**src/sv/csm_ram.sv**
```systemverilog
// Generic single-port-write, single-port-read RAM with registered read data.
`default_nettype none
module csm_ram #(
    parameter int WIDTH = 8,
    parameter int DEPTH = 16
) (
    input  wire logic                     clk,
    input  wire logic                     we,
    input  wire logic [$clog2(DEPTH)-1:0] wr_addr,
    input  wire logic [WIDTH-1:0]         wr_data,
    input  wire logic                     re,
    input  wire logic [$clog2(DEPTH)-1:0] rd_addr,
    output logic      [WIDTH-1:0]         rd_data
);
    logic [WIDTH-1:0] mem [DEPTH];

    always_ff @(posedge clk)
    begin
        if (we)
        begin
            mem[wr_addr] <= wr_data;
        end
        if (re)
        begin
            rd_data <= mem[rd_addr];
        end
    end
endmodule
`default_nettype wire

```
**config.mk**
```make
export PLATFORM = sky130hd
export DESIGN_NAME = csm_ram
export DESIGN_NICKNAME = d
export VERILOG_FILES = /design/src/sv/csm_ram.sv
export SDC_FILE = /design/constraint.sdc
export NUM_CORES = 1
export LEC_CHECK = 0
export BUFFER_PORTS_ARGS = -buffer_cell sky130_fd_sc_hd__buf_4
export CORE_MARGIN = 2
export CORE_UTILIZATION = 65
export CTS_CLUSTER_SIZE = 12
export DETAILED_ROUTE_END_ITERATION = 8
export MAX_ROUTING_LAYER = met4
export PLACE_DENSITY = 0.84
export SLEW_MARGIN = 0
export SYNTH_ARGS = -nofsm -noshare
export SYNTH_HDL_FRONTEND = slang
export SYNTH_SLANG_ARGS = --single-unit
export TNS_END_PERCENT = 30
```
**constraint.sdc**
```tcl
create_clock -name clk -period 4.4 [get_ports clk]
set_clock_uncertainty 0.15 [all_clocks]
set_input_delay 0 -clock clk [delete_from_list [all_inputs] [get_ports clk]]
set_output_delay 0 -clock clk [all_outputs]
set_load 0.01 [all_outputs]
```
; After elaboration in Yosys (flattened, before gate mapping)
; Memory sizes are Yosys's and may differ from the RTL's. A register that Yosys moved wholly into a read port is not among the register bits.
; Cells that the tools add are included.
[word_totals]
rom_bits = 0
ram_bits = 128
word_cells = 3
regBits = 0
memories = 1
output_inout_bits = 8
latchBits = 0
inputBits = 19
[classes]
mux = 2
shifts = 0
bitwise = 0
n_div = 0
n_mul = 0
n_eq_ne = 0
order_cmp = 0
reduce_logical = 0
n_addsub = 0
[memory_table]
columns = name, depth, word_bits, rd, rd_clocked_by_memory_dff, write_ports, line
row1 = mem, 16, 8, 1, 1, 1, 15  ; logic [WIDTH-1:0] mem [DEPTH];
[ops]
columns = op, count
row1 = $mux W1, 2

; Longest topological paths before layout
[logic_depth]
word_depth = 2
mapped_depth = 5
mapped_depth_nobuf = 3

; Least setup slack after synthesis
; No wires, ideal clock.
[synth_timing]
path_type = input-to-reg
from = in wr_addr[2]
to = mem mem[0][0] (enable)
path_buffers = 0
setup_time_ns = 0.383
path_slack_ns = 2.757
required_time_ns = 3.867
cell_stages = 2
arrival_ns = 1.110
cell_sequence = or3b_2 -> nor3_1
[synth_rtl]
columns = element, line
row1 = "start, declared", 9  ; input wire logic [$clog2(DEPTH)-1:0] wr_addr,
row2 = "end, declared", 15
; Straight into the memory's write port.

; Final worst setup path
[layout_timing]
from = in wr_addr[2]
to = mem mem[0][7] (enable)
; Straight into the memory's write port.

==> impl_metrics.env <==
export IMPL_outcome="complete, no violations"
export IMPL_slew_violations=0
export IMPL_ys_seq_area_frac=0.781
export IMPL_synth_nets=248
export IMPL_grt_pass1_vias=2607
export IMPL_power_per_cell_area_nw_per_um2=485
export IMPL_setup_violations=0
export IMPL_die_w_um=93.7
export IMPL_ys_flop_type="edfxtp_1"
export IMPL_via_count=2565
export IMPL_cts_sinks=136
export IMPL_max_slew_margin_rel=0.259
export IMPL_ys_ff_latch=136
export IMPL_syn_area_per_cell_um2=22.8
export IMPL_synth_edf_count=136
export IMPL_vias_per_cell=6.49
export IMPL_synth_area_top_cells="edfxtp_1 78%, mux4_2 7.8%, mux4_1 7.0%, a22oi_1 2.3%, nor2_1 0.93%"
export IMPL_fin_nets=299
export IMPL_final_hold_viol_count=0
export IMPL_port_buffers=26
export IMPL_synth_area_um2=5230
export IMPL_async_flop_share=0
export IMPL_ant_nets=0
export IMPL_rows=32
export IMPL_place_gp_congestion=0.775
export IMPL_die_area_um2=8780
export IMPL_critPathRequiredTime_ns=4.37
export IMPL_tightest_slew_ns=1.10
export IMPL_yosys_cell_count_top_type="edfxtp_1"
export IMPL_arrival_ns=2.06
export IMPL_ios=27
export IMPL_num_antenna_cells=0
export IMPL_cts_root_buffer="clkbuf_8"
export IMPL_drtPass1Iterations=5
export IMPL_critical_path_class="input pin to flip-flop"
export IMPL_max_freq_ghz=0.478
export IMPL_tritoncts="done"
export IMPL_grt_pass1_wl_mm=15.5
export IMPL_yosys_warnings=0
export IMPL_min_path_type="input pin to flip-flop"
export IMPL_numCtsBuffers=17
export IMPL_cts_hold_buf=14
export IMPL_die_h_um=93.7
export IMPL_clk_latency_ns=0.51
export IMPL_place_hpwl_mm=5.74
export IMPL_grt_overflow=0
export IMPL_synth_cell_types=18
export IMPL_vdd_ir_drop_max_mv=0.365
export IMPL_clk_pin_slew_worst_paths_ns=0.06
export IMPL_leakage_nw=2.08
export IMPL_antenna_found_initial=0
export IMPL_worstSetupEndpointType="flip-flop"
export IMPL_cts_resized=0
export IMPL_core_area_um2=7770
export IMPL_yosysTopAreaCell="edfxtp_1"
export IMPL_rsz0062_at_grt="no"
export IMPL_crit_fanout=8
export IMPL_period_share=0.475
export IMPL_cap_violations=0
export IMPL_synth_common_cells="136 x edfxtp_1, 18 x mux4_2, 16 x a22oi_1"
export IMPL_wire_per_inst_um=25.7
export IMPL_drive_gt1_frac=0.270
export IMPL_netlist_area_leader_share=0.781
export IMPL_fin_util=0.800
export IMPL_max_clock_path_buffers=2
export IMPL_drcViolationCount=0
export IMPL_grt_max_degree=33
export IMPL_dp_slack_ns=2.32
export IMPL_grt_usage=0.267
export IMPL_syn_instance_count=229
export IMPL_period_minus_slack_ns=2.09
export IMPL_post_cts_setup_buffers=0
export IMPL_critPathLaunchType="input pin"
export IMPL_setup_tns_final_ns=0
export IMPL_setup_ws_ns=2.31
export IMPL_drt_iter0_drc=349
export IMPL_area_delta_synth_final_pct=18.9
export IMPL_initial_core_util=0.673
export IMPL_routed_wl_mm=10.2
export IMPL_cts_max_level=4
cell usage in the layout (no fill, tap or decap):
master	count
and2b_1	1
mux4_1	14
buf_4	28
nand2_1	9
nand2b_1	2
nand3_1	1
or3b_2	1
a22oi_1	16
inv_6	2
dlygate4sd3_1	14
nand3b_1	2
mux4_2	18
bufinv_16	3
clkinv_4	3
and2_1	1
nor3_1	3
clkinv_2	2
nor2b_1	1
clkbuf_1	1
clkbuf_16	16
clkinvlp_4	4
nor2_1	13
clkbuf_8	1
edfxtp_1	136
nor3_2	1
per-layer routing:
layer | vias to the layer above | wire length (um) | GRT usage
li1 | 1088 | - | -
met5 | - | 0 | -
met1 | 1292 | 4000 | 0.372
met3 | 28 | 864 | 0.0682
met4 | 0 | 267 | 0.115
met2 | 157 | 5040 | 0.389
per-stage QoR:
| step | area, um2 | hold slack (ns) | instances | total power, W |
|---|---|---|---|---|
| global placement | 5480 | 0.138 | 349 | 0.00162 |
| floorplan | 5230 | -0.0511 | 229 | 0.00157 |
| global route | 6220 | 0.0316 | 395 | 0.00310 |
| finish | 6220 | 0.0189 | 395 | 0.00301 |
| CTS | 6220 | 0.00545 | 395 | 0.00303 |
| detailed placement | 5480 | 0.143 | 349 | 0.00163 |
sequential cells by signal (all words and copies together) (netlist names):
register	cells
rd_data	8
mem	128
report_power, final:
part | total [W] | switching [W] | internal, W
registers | 0.00147 | 0.00000783 | 0.00146
clock network | 0.00140 | 0.000532 | 0.000866
logic | 0.000146 | 0.0000802 | 0.0000661
worst max-delay path: stages:
cell and delay [ns]:
dlygate4sd3_1 0.54, buf_4 0.15, or3b_2 0.52, nor3_1 0.86
cell type report:
type / count / area [um2]
sequential: 136 / 4080
fill: 397 / 1550
multi-input combinational: 83 / 1060
clock buffer: 18 / 418
timing repair buffer: 42 / 350
clock inverter: 14 / 174
tap: 102 / 128
path summary, 6_finish.rpt:
kind | from | end | slack, ns | cells after the start
worst max-delay path | wr_addr[2] | mem[0][7] | 2.31 | 4
worst min-delay path | rd_addr[2] | rd_data[3] | 0.02 | 4
worst max register to register | mem[1][1] | rd_data[1] | 2.65 | 3
worst min register to register | mem[14][3] | rd_data[3] | 0.61 | 3
logic make-up after synthesis:
kind of cell    after synthesis  share of synthesized area
mux                          32                      0.148
compound gates               16                     0.0230
buf+inv                      10                     0.0165
flops                       136                      0.781
simple gates                 35                     0.0314
Note: power is estimated with default switching activity, not from simulation.
